[src/design/uss_pkg.sv]
// ----------------------------------------------------------------------------
// uss_pkg
// shared types and constants of the upstream server selector
// ----------------------------------------------------------------------------
package uss_pkg;

  localparam int TAG_W      = 8;
  localparam int SRV_IDX_W  = 4;
  localparam int STATUS_W   = 2;
  localparam int SCOUNT_W   = 5;
  localparam int MASK_W     = 16;
  localparam int CFG_DATA_W = 16;
  localparam int CFG_IDX_W  = 2;

  // result status codes
  localparam logic [STATUS_W-1:0] ST_OK           = 2'd0;
  localparam logic [STATUS_W-1:0] ST_NO_SERVERS   = 2'd1;
  localparam logic [STATUS_W-1:0] ST_NONE_HEALTHY = 2'd2;

  // configuration register indexes
  localparam logic [CFG_IDX_W-1:0] REG_MODE         = 2'd0;
  localparam logic [CFG_IDX_W-1:0] REG_SERVER_COUNT = 2'd1;
  localparam logic [CFG_IDX_W-1:0] REG_HEALTHY_MASK = 2'd2;

  // balancing modes
  localparam logic MODE_ROUND_ROBIN = 1'b0;
  localparam logic MODE_LEAST_CONN  = 1'b1;

  typedef struct packed {
    logic                mode;
    logic [SCOUNT_W-1:0] server_count;
    logic [MASK_W-1:0]   healthy_mask;
  } cfg_t;

  typedef struct packed {
    logic [SRV_IDX_W-1:0] server_index;
    logic [STATUS_W-1:0]  status;
    logic [TAG_W-1:0]     echo_tag;
  } result_t;

endpackage

[src/design/uss_req_if.sv]
// ----------------------------------------------------------------------------
// uss_req_if
// request channel: valid/ready with the request tag
// ----------------------------------------------------------------------------
interface uss_req_if
  import uss_pkg::*;
();
  logic             valid;
  logic             ready;
  logic [TAG_W-1:0] request_tag;

  modport source (output valid, output request_tag, input ready);
  modport sink   (input valid, input request_tag, output ready);
endinterface

[src/design/uss_res_if.sv]
// ----------------------------------------------------------------------------
// uss_res_if
// result channel: valid/ready with server index, status and echoed tag
// ----------------------------------------------------------------------------
interface uss_res_if
  import uss_pkg::*;
();
  logic                 valid;
  logic                 ready;
  logic [SRV_IDX_W-1:0] server_index;
  logic [STATUS_W-1:0]  status;
  logic [TAG_W-1:0]     echo_tag;

  modport source (output valid, output server_index, output status, output echo_tag,
                  input ready);
  modport sink   (input valid, input server_index, input status, input echo_tag,
                  output ready);
endinterface

[src/design/uss_count_mem.sv]
// ----------------------------------------------------------------------------
// uss_count_mem
// connection counter memory, one write and one registered read port,
// per-entry valid bits so that unwritten counters read as zero
// ----------------------------------------------------------------------------
module uss_count_mem #(
  parameter int DEPTH  = 16,
  parameter int DATA_W = 16,
  parameter int ADDR_W = 4
) (
  input  logic              clk,
  input  logic              rst_n,
  input  logic              we,
  input  logic [ADDR_W-1:0] waddr,
  input  logic [DATA_W-1:0] wdata,
  input  logic [ADDR_W-1:0] raddr,
  output logic [DATA_W-1:0] rdata
);

  logic [DATA_W-1:0] mem [DEPTH];
  logic [DEPTH-1:0]  valid_r;
  logic [DATA_W-1:0] rdata_r;
  logic              rvalid_r;

  always_ff @(posedge clk) begin
    if (we) begin
      mem[waddr] <= wdata;
    end
    rdata_r <= mem[raddr];
  end

  always_ff @(posedge clk) begin
    if (!rst_n) begin
      valid_r  <= '0;
      rvalid_r <= 1'b0;
    end else begin
      if (we) begin
        valid_r[waddr] <= 1'b1;
      end
      rvalid_r <= valid_r[raddr];
    end
  end

  assign rdata = rvalid_r ? rdata_r : '0;

endmodule

[src/design/uss_seq.sv]
// ----------------------------------------------------------------------------
// uss_seq
// selection sequencer: one server per cycle through a shared compare unit,
// then a read-increment-write of the chosen counter
// ----------------------------------------------------------------------------
module uss_seq
  import uss_pkg::*;
#(
  parameter int MAX_SERVERS = 16,
  parameter int COUNT_WIDTH = 16,
  parameter int IDX_W       = 4,
  parameter int CNT_W       = 5
) (
  input  logic                   clk,
  input  logic                   rst_n,
  input  cfg_t                   cfg,
  input  logic                   req_valid,
  input  logic [TAG_W-1:0]       req_tag,
  output logic                   req_ready,
  output logic                   res_valid,
  output result_t                res,
  input  logic                   res_take,
  output logic [IDX_W-1:0]       mem_raddr,
  input  logic [COUNT_WIDTH-1:0] mem_rdata,
  output logic                   mem_we,
  output logic [IDX_W-1:0]       mem_waddr,
  output logic [COUNT_WIDTH-1:0] mem_wdata
);

  typedef enum logic [2:0] {
    S_IDLE,
    S_SCAN,
    S_RD,
    S_INC,
    S_DONE
  } state_t;

  localparam logic [COUNT_WIDTH-1:0] COUNT_MAX = {COUNT_WIDTH{1'b1}};

  state_t                 state_r, state_nxt;
  logic [CNT_W-1:0]       cnt_r, cnt_nxt;
  logic [IDX_W-1:0]       ptr_r, ptr_nxt;
  logic [IDX_W-1:0]       p_r, p_nxt;
  logic [IDX_W-1:0]       start_r, start_nxt;
  logic [IDX_W-1:0]       chosen_r, chosen_nxt;
  logic                   found_r, found_nxt;
  logic [COUNT_WIDTH-1:0] best_r, best_nxt;
  logic                   cmp_v_r, cmp_v_nxt;
  logic [IDX_W-1:0]       cmp_idx_r, cmp_idx_nxt;
  logic [TAG_W-1:0]       tag_r, tag_nxt;
  logic [STATUS_W-1:0]    status_r, status_nxt;

  logic [MAX_SERVERS-1:0] health;
  logic [CNT_W-1:0]       count_eff;
  logic [IDX_W-1:0]       start;
  logic [IDX_W-1:0]       p_wrap;

  // servers past the mask width have no health bit
  for (genvar j = 0; j < MAX_SERVERS; j++) begin : g_health
    if (j < MASK_W) begin : g_bit
      assign health[j] = cfg.healthy_mask[j];
    end else begin : g_none
      assign health[j] = 1'b0;
    end
  end

  assign count_eff = (32'(cfg.server_count) > MAX_SERVERS) ? CNT_W'(MAX_SERVERS)
                                                           : CNT_W'(cfg.server_count);
  assign start     = (CNT_W'(ptr_r) >= count_eff) ? '0 : ptr_r;
  assign p_wrap    = ((CNT_W'(p_r) + CNT_W'(1)) == count_eff) ? '0 : p_r + IDX_W'(1);

  always_comb begin
    state_nxt   = state_r;
    cnt_nxt     = cnt_r;
    ptr_nxt     = ptr_r;
    p_nxt       = p_r;
    start_nxt   = start_r;
    chosen_nxt  = chosen_r;
    found_nxt   = found_r;
    best_nxt    = best_r;
    cmp_v_nxt   = cmp_v_r;
    cmp_idx_nxt = cmp_idx_r;
    tag_nxt     = tag_r;
    status_nxt  = status_r;
    req_ready   = 1'b0;
    res_valid   = 1'b0;
    mem_raddr   = chosen_r;
    mem_we      = 1'b0;
    mem_waddr   = chosen_r;
    mem_wdata   = mem_rdata + COUNT_WIDTH'(1);

    case (state_r)
      S_IDLE: begin
        req_ready = 1'b1;
        if (req_valid) begin
          tag_nxt    = req_tag;
          status_nxt = ST_OK;
          chosen_nxt = '0;
          cnt_nxt    = '0;
          found_nxt  = 1'b0;
          cmp_v_nxt  = 1'b0;
          p_nxt      = start;
          start_nxt  = start;
          if (count_eff == '0) begin
            status_nxt = ST_NO_SERVERS;
            state_nxt  = S_DONE;
          end else begin
            state_nxt = S_SCAN;
          end
        end
      end
      S_SCAN: begin
        if (cfg.mode == MODE_ROUND_ROBIN) begin
          if (health[p_r]) begin
            chosen_nxt = p_r;
            found_nxt  = 1'b1;
            ptr_nxt    = p_wrap;
            state_nxt  = S_RD;
          end else if (cnt_r == count_eff - CNT_W'(1)) begin
            ptr_nxt    = start_r;
            status_nxt = ST_NONE_HEALTHY;
            chosen_nxt = '0;
            state_nxt  = S_DONE;
          end else begin
            cnt_nxt = cnt_r + CNT_W'(1);
            p_nxt   = p_wrap;
          end
        end else begin
          // read issue side
          mem_raddr = cnt_r[IDX_W-1:0];
          if (cnt_r != count_eff) begin
            cmp_v_nxt   = 1'b1;
            cmp_idx_nxt = cnt_r[IDX_W-1:0];
            cnt_nxt     = cnt_r + CNT_W'(1);
          end else begin
            cmp_v_nxt = 1'b0;
          end
          // compare side, works on the read issued in the cycle before
          if (cmp_v_r && health[cmp_idx_r] && (!found_r || mem_rdata < best_r)) begin
            best_nxt   = mem_rdata;
            chosen_nxt = cmp_idx_r;
            found_nxt  = 1'b1;
          end
          if (cnt_r == count_eff && !cmp_v_r) begin
            if (found_r) begin
              state_nxt = S_RD;
            end else begin
              status_nxt = ST_NONE_HEALTHY;
              chosen_nxt = '0;
              state_nxt  = S_DONE;
            end
          end
        end
      end
      S_RD: begin
        state_nxt = S_INC;
      end
      S_INC: begin
        mem_we    = (mem_rdata != COUNT_MAX);
        state_nxt = S_DONE;
      end
      S_DONE: begin
        res_valid = 1'b1;
        if (res_take) begin
          state_nxt = S_IDLE;
        end
      end
      default: begin
        state_nxt = S_IDLE;
      end
    endcase
  end

  always_ff @(posedge clk) begin
    if (!rst_n) begin
      state_r <= S_IDLE;
      ptr_r   <= '0;
      cmp_v_r <= 1'b0;
      found_r <= 1'b0;
    end else begin
      state_r <= state_nxt;
      ptr_r   <= ptr_nxt;
      cmp_v_r <= cmp_v_nxt;
      found_r <= found_nxt;
    end
    cnt_r     <= cnt_nxt;
    p_r       <= p_nxt;
    start_r   <= start_nxt;
    chosen_r  <= chosen_nxt;
    best_r    <= best_nxt;
    cmp_idx_r <= cmp_idx_nxt;
    tag_r     <= tag_nxt;
    status_r  <= status_nxt;
  end

  assign res.server_index = SRV_IDX_W'(chosen_r);
  assign res.status       = status_r;
  assign res.echo_tag     = tag_r;

endmodule

[src/design/upstream_server_selector.sv]
// ----------------------------------------------------------------------------
// upstream_server_selector
// round-robin / least-connections upstream selection with saturating
// per-server connection counters
// ----------------------------------------------------------------------------
// round robin probes servers from the pointer until a healthy one; least connections
//   reads and compares every counter; then counter read, increment and result; a scan
//   with no healthy server, and a zero server count, go straight to the result, the
//   latter leaving pointer and counters alone; one request at a time, set by the scan
//   and the counter update; the next request is accepted after the result is handed off
// synchronous active-low reset clears configuration, state, pointer and counter valid bits
// ----------------------------------------------------------------------------
module upstream_server_selector
  import uss_pkg::*;
#(
  parameter int MAX_SERVERS = 16,
  parameter int COUNT_WIDTH = 16
) (
  input  logic                  clk,
  input  logic                  rst_n,
  uss_req_if.sink               in_req,
  uss_res_if.source             out_res,
  input  logic                  cfg_we,
  input  logic [CFG_IDX_W-1:0]  cfg_index,
  input  logic [CFG_DATA_W-1:0] cfg_wdata
);

  // index wide enough for any server, count wide enough for the full depth
  localparam int IDX_W = (MAX_SERVERS > 1) ? $clog2(MAX_SERVERS) : 1;
  localparam int CNT_W = $clog2(MAX_SERVERS + 1);

  cfg_t cfg_r;

  // configuration registers, writes past the list are dropped
  always_ff @(posedge clk) begin
    if (!rst_n) begin
      cfg_r <= '0;
    end else if (cfg_we) begin
      case (cfg_index)
        REG_MODE:         cfg_r.mode         <= cfg_wdata[0];
        REG_SERVER_COUNT: cfg_r.server_count <= cfg_wdata[SCOUNT_W-1:0];
        REG_HEALTHY_MASK: cfg_r.healthy_mask <= cfg_wdata[MASK_W-1:0];
        default:          cfg_r              <= cfg_r;
      endcase
    end
  end

  logic                   seq_res_valid;
  result_t                seq_res;
  logic                   res_take;
  logic [IDX_W-1:0]       mem_raddr;
  logic [COUNT_WIDTH-1:0] mem_rdata;
  logic                   mem_we;
  logic [IDX_W-1:0]       mem_waddr;
  logic [COUNT_WIDTH-1:0] mem_wdata;

  // sequencer: scan, compare and counter update
  uss_seq #(
    .MAX_SERVERS (MAX_SERVERS),
    .COUNT_WIDTH (COUNT_WIDTH),
    .IDX_W       (IDX_W),
    .CNT_W       (CNT_W)
  ) u_seq (
    .clk       (clk),
    .rst_n     (rst_n),
    .cfg       (cfg_r),
    .req_valid (in_req.valid),
    .req_tag   (in_req.request_tag),
    .req_ready (in_req.ready),
    .res_valid (seq_res_valid),
    .res       (seq_res),
    .res_take  (res_take),
    .mem_raddr (mem_raddr),
    .mem_rdata (mem_rdata),
    .mem_we    (mem_we),
    .mem_waddr (mem_waddr),
    .mem_wdata (mem_wdata)
  );

  // per-server connection counters
  uss_count_mem #(
    .DEPTH  (MAX_SERVERS),
    .DATA_W (COUNT_WIDTH),
    .ADDR_W (IDX_W)
  ) u_count_mem (
    .clk   (clk),
    .rst_n (rst_n),
    .we    (mem_we),
    .waddr (mem_waddr),
    .wdata (mem_wdata),
    .raddr (mem_raddr),
    .rdata (mem_rdata)
  );

  // output register: the sequencer hands off its result beat and goes idle
  // while the beat waits downstream
  logic    out_valid_r;
  result_t out_res_r;

  assign res_take = seq_res_valid && (!out_valid_r || out_res.ready);

  always_ff @(posedge clk) begin
    if (!rst_n) begin
      out_valid_r <= 1'b0;
    end else if (res_take) begin
      out_valid_r <= 1'b1;
    end else if (out_res.ready) begin
      out_valid_r <= 1'b0;
    end
    if (res_take) begin
      out_res_r <= seq_res;
    end
  end

  assign out_res.valid        = out_valid_r;
  assign out_res.server_index = out_res_r.server_index;
  assign out_res.status       = out_res_r.status;
  assign out_res.echo_tag     = out_res_r.echo_tag;

endmodule

[src/flat_wrapper.sv]
// flat-port wrapper written by rule: the top's interface ports become plain ports
module upstream_server_selector_flat import uss_pkg::*;
#(
  parameter int MAX_SERVERS = 16,
  parameter int COUNT_WIDTH = 16
)
  (clk, rst_n, cfg_we, cfg_index, cfg_wdata, in_req_valid, in_req_request_tag, in_req_ready, out_res_valid, out_res_server_index, out_res_status, out_res_echo_tag, out_res_ready);
  uss_req_if in_req_i ();
  uss_res_if out_res_i ();
  input  logic clk;
  input  logic rst_n;
  input  logic cfg_we;
  input  logic [CFG_IDX_W-1:0] cfg_index;
  input  logic [CFG_DATA_W-1:0] cfg_wdata;
  input wire logic [$bits(in_req_i.valid)-1:0] in_req_valid;
  input wire logic [$bits(in_req_i.request_tag)-1:0] in_req_request_tag;
  output wire logic [$bits(in_req_i.ready)-1:0] in_req_ready;
  output wire logic [$bits(out_res_i.valid)-1:0] out_res_valid;
  output wire logic [$bits(out_res_i.server_index)-1:0] out_res_server_index;
  output wire logic [$bits(out_res_i.status)-1:0] out_res_status;
  output wire logic [$bits(out_res_i.echo_tag)-1:0] out_res_echo_tag;
  input wire logic [$bits(out_res_i.ready)-1:0] out_res_ready;
  assign in_req_i.valid = in_req_valid;
  assign in_req_i.request_tag = in_req_request_tag;
  assign in_req_ready = in_req_i.ready;
  assign out_res_valid = out_res_i.valid;
  assign out_res_server_index = out_res_i.server_index;
  assign out_res_status = out_res_i.status;
  assign out_res_echo_tag = out_res_i.echo_tag;
  assign out_res_i.ready = out_res_ready;
  upstream_server_selector #(.MAX_SERVERS(MAX_SERVERS), .COUNT_WIDTH(COUNT_WIDTH)) u_core (.clk(clk), .rst_n(rst_n), .in_req(in_req_i), .out_res(out_res_i), .cfg_we(cfg_we), .cfg_index(cfg_index), .cfg_wdata(cfg_wdata));
endmodule
[config.mk]
export PLATFORM = sky130hd
export DESIGN_NAME = upstream_server_selector_flat
export DESIGN_NICKNAME = d
export VERILOG_FILES = /design/src/design/uss_pkg.sv /design/src/design/uss_req_if.sv /design/src/design/uss_res_if.sv /design/src/design/uss_count_mem.sv /design/src/design/uss_seq.sv /design/src/design/upstream_server_selector.sv /design/src/flat_wrapper.sv
export SDC_FILE = /design/constraint.sdc
export NUM_CORES = 1
export LEC_CHECK = 0
export ABC_AREA = 1
export BUFFER_PORTS_ARGS = -buffer_cell sky130_fd_sc_hd__buf_2
export CORE_MARGIN = 2
export CORE_UTILIZATION = 25
export CTS_CLUSTER_DIAMETER = 120
export DETAILED_ROUTE_END_ITERATION = 16
export PLACE_DENSITY = 0.47
export SLEW_MARGIN = 10
export SYNTH_ARGS = -nofsm -noshare
export SYNTH_HDL_FRONTEND = slang
export SYNTH_SLANG_ARGS = --single-unit
[constraint.sdc]
create_clock -name clk -period 6.1 [get_ports clk]
set_clock_uncertainty 0.05 [all_clocks]
set_input_delay 0.305 -clock clk [delete_from_list [all_inputs] [get_ports clk]]
set_output_delay 0.305 -clock clk [all_outputs]
set_load 0.03 [all_outputs]
==> flow_summary.yaml <==
placement:
  io_buffers: 46
  dp.final_hpwl_mm: 28.2
  gp_congestion: 0.800
clock_tree:
  clock-root-buffer: "clkbuf_16"
  clk_transition_reported_paths_ns: 0.06
  clk_latency_ns: 0.59
  clk_path_buf_depth: 3
  cts_setup_buffers: 0
  numCtsBuffers: 44
  clkSinkCount: 382
  cts_max_level: 2
  cts_tree: "built"
floorplanning:
  ios: 47
  initial_core_util_pct: 25.2
  die_x_um: 258
  rows: 93
  fp.dieH_um: 258
  core_area_mm2: 0.0642
  dieArea_mm2: 0.0668
power:
  intPower_uw: 5460
  p_per_area_mw_per_mm2: 475
  power_switching_uw: 3590
  switching_share_pct: 39.7
  combPwrFrac_pct: 34.2
  p_leak_uw: 0.00697
  seqPwrFrac_pct: 38.0
  clkPwrFrac_pct: 27.8
  irDropWorstVdd_mv: 0.306
route:
  vias: 11000
  remaining_drc_errors: 0
  via_per_inst: 4.51
  drt_wl_total_mm: 44.7
  ant_nets: 0
  wl_per_cell_um: 18.4
  drtIter0Drc: 768
  drtPass1Iterations: 5
setup_path:
  cp-end-kind: "flop"
  start_kind: "flop"
  arrival_ns: 4.36
  crit_fanout: 18
  path_class: "flop to flop"
  reg2reg_slack_ns: 2.13
  ff2ff_path_depth: 11
  reg2reg_to: "u_core.u_count_mem.mem[9][12]"
  r2r_start: "u_core.u_count_mem.rvalid_r"
  cp.required_ns: 6.49
logic_synthesis:
  synth_top_area_share_pct: 58.8
  yosysSeqAreaShare_pct: 66.9
  synth-main-ff-cell: "edfxtp_1"
  yosysTopAreaCell: "edfxtp_1"
  yosys-top-cells-area: "edfxtp_1 59%, dfxtp_1 8.0%, o21ai_0 6.3%"
  synthCells: 1470
  syn_nets: 1523
  synth_edf_count: 317
  async_flop_share_pct: 0
  syn_area_per_cell_um2: 11.0
  synth_warnings: 0
  syn_area_mm2: 0.0162
  synth-seq-cells: 382
  synth_cell_types: 35
timing:
  worst_pin_slew_ns: 1.23
  final_max_slew_viol_count: 0
  clock.fmax_mhz: 252
  hold_viol: 0
  rsz0062_at_grt: "false"
  fin_setup_tns_ns: 0
  hold_ws_ns: 0.0334
  fin_crit_ns: 3.97
  relSlewSlack_pct: 17.8
  finalSetupViolations: 0
  final.period_utilization_pct: 65.1
grt:
  grt_max_degree: 92
  grt_overflow_total: 0
  grt_pass1_wl_mm: 66.6
  grt_usage_pct: 13.2
  grt_antenna_before_repair: 1
  grt_pass1_vias: 11000
hold_path:
  hp-class: "primary input to flop"
  min_from: "cfg_wdata[13]"
  min_to: "u_core.cfg_r[13]"
  worstHoldPathCells: 3
finish:
  layout.nets: 1590
  layout-drive-gt1-share_pct: 10.7
  diodes: 0
  areaGrowthSynthToFinish_pct: 17.7
run_status:
  status: "finished, final reports clean"
flow_run:
  cap_violations: 0
-- cell usage in the layout, fill, tap and decap left out, types with 4 or more instances in the layout --
master,netlist,routed
inv_1,174,174
dfxtp_1,65,65
clkbuf_16,0,45
o21ai_1,31,29
nor2_1,160,160
buf_2,20,46
nand2_1,143,143
or2_2,22,22
o211ai_1,77,77
inv_2,7,6
nand3_1,51,51
nor3_2,4,4
xor2_1,17,7
nor3_1,15,15
edfxtp_1,317,317
xor2_2,0,10
nand4_1,4,4
buf_4,4,15
o21ai_0,204,204
dlygate4sd3_1,0,26
ha_1,22,22
clkinv_1,0,13
o22ai_1,12,12
a21oi_1,61,59
clkbuf_1,38,12
o31ai_1,4,4
-- through the flow --
stage	total power (uW)	cell area, um^2	utilization [%]	instances	worst slack [ns]
after floorplan	5410	16200	-	1470	3.33
after global placement	6570	17400	27.1	2320	2.23
after detailed placement	6600	17400	27.1	2320	2.12
after CTS	9160	19000	29.7	2428	2.12
after global routing	9590	19000	29.7	2428	1.81
final	9050	19000	29.7	2428	2.13
-- power groups by stage --
stage	sequential, uW	clock, uW	combinational, uW
after global routing	3460	2690	3450
after global placement	3490	0	3090
after CTS	3430	2590	3140
final	3430	2520	3100
after floorplan	3400	0	2010
after detailed placement	3490	0	3110
-- what timing repair did --
action,4_1_cts,5_1_grt
gates resized for setup,0,0
hold buffers,26,0
hold endpoints to repair,29,0
-- Yosys cell counts (all sizes together) (12+ instances only) --
master	instances
o22ai	12
clkbuf	40
nor3	19
o21ai	235
inv	181
a21oi	62
o211ai	77
dfxtp	65
buf	26
ha	22
edfxtp	317
xor2	17
or2	22
nor2	161
nand3	52
nand2	144
-- cell families (layout without fill, tap and decap cells) --
logic type	Yosys count	in the layout	share of synthesized area, %
buf+inv	247	350	6.04
fa+ha+maj	22	22	1.70
simple gates	408	408	10.9
flops	382	382	66.9
xor+xnor	19	19	1.03
compound gates	392	392	13.5
-- per-layer routing --
metal | wire length, um | vias up | global-route usage (%)
met5 | 0 | - | 0
met4 | 1810 | 0 | 6.31
met3 | 2210 | 92 | 2.51
met2 | 21600 | 229 | 22.3
met1 | 19000 | 5351 | 16.4
li1 | - | 5281 | -
-- flip-flops by register name (all words and copies together) (netlist names), 5 cells and up --
name                        cells
u_core.u_count_mem.mem        256
u_core.cfg_r                   22
u_core.u_count_mem.rdata_r     16
u_core.u_count_mem.valid_r     16
u_core.u_seq.best_r            16
u_core.out_res.echo_tag         8
u_core.u_seq.tag_r              8
u_core.u_seq.cnt_r              5
-- layout make-up --
cell class,count,area [um^2]
clock buffers,60,1210
clock inverters,22,170
fillers,6596,45200
inverters,181,681
multi-input cells,841,4500
flip-flops and latches,382,10800
well taps,855,1070
repair buffers,87,603
-- critical path, stage by stage (launching register included) --
cell and delay [ns]:
dfxtp_1 0.62, nand2_1 0.55, inv_1 0.20, ha_1 0.17, inv_1 0.08, nor3_2 0.25, nand3_1 0.20, nor3_2 0.28
nand3_1 0.21, nor3_1 0.28, xor2_1 0.67, buf_4 0.28
-- how the worst max path moves through the flow --
stage	slack (ns)	endpoint	from	cells past startpoint
final	2.13	u_core.u_count_mem.mem[9][12]	u_core.u_count_mem.rvalid_r	11
after floorplan	3.33	u_core.u_count_mem.mem[0][14]	u_core.u_count_mem.rvalid_r	12
after global routing	1.81	u_core.u_count_mem.mem[13][12]	u_core.u_count_mem.rvalid_r	11
after global placement	2.23	u_core.u_count_mem.mem[13][9]	u_core.u_count_mem.rvalid_r	12
after detailed placement	2.12	u_core.u_count_mem.mem[5][2]	u_core.u_count_mem.rvalid_r	12
after CTS	2.12	u_core.u_count_mem.mem[5][2]	u_core.u_count_mem.rvalid_r	12
Note: power is estimated with default switching activity, not from simulation.
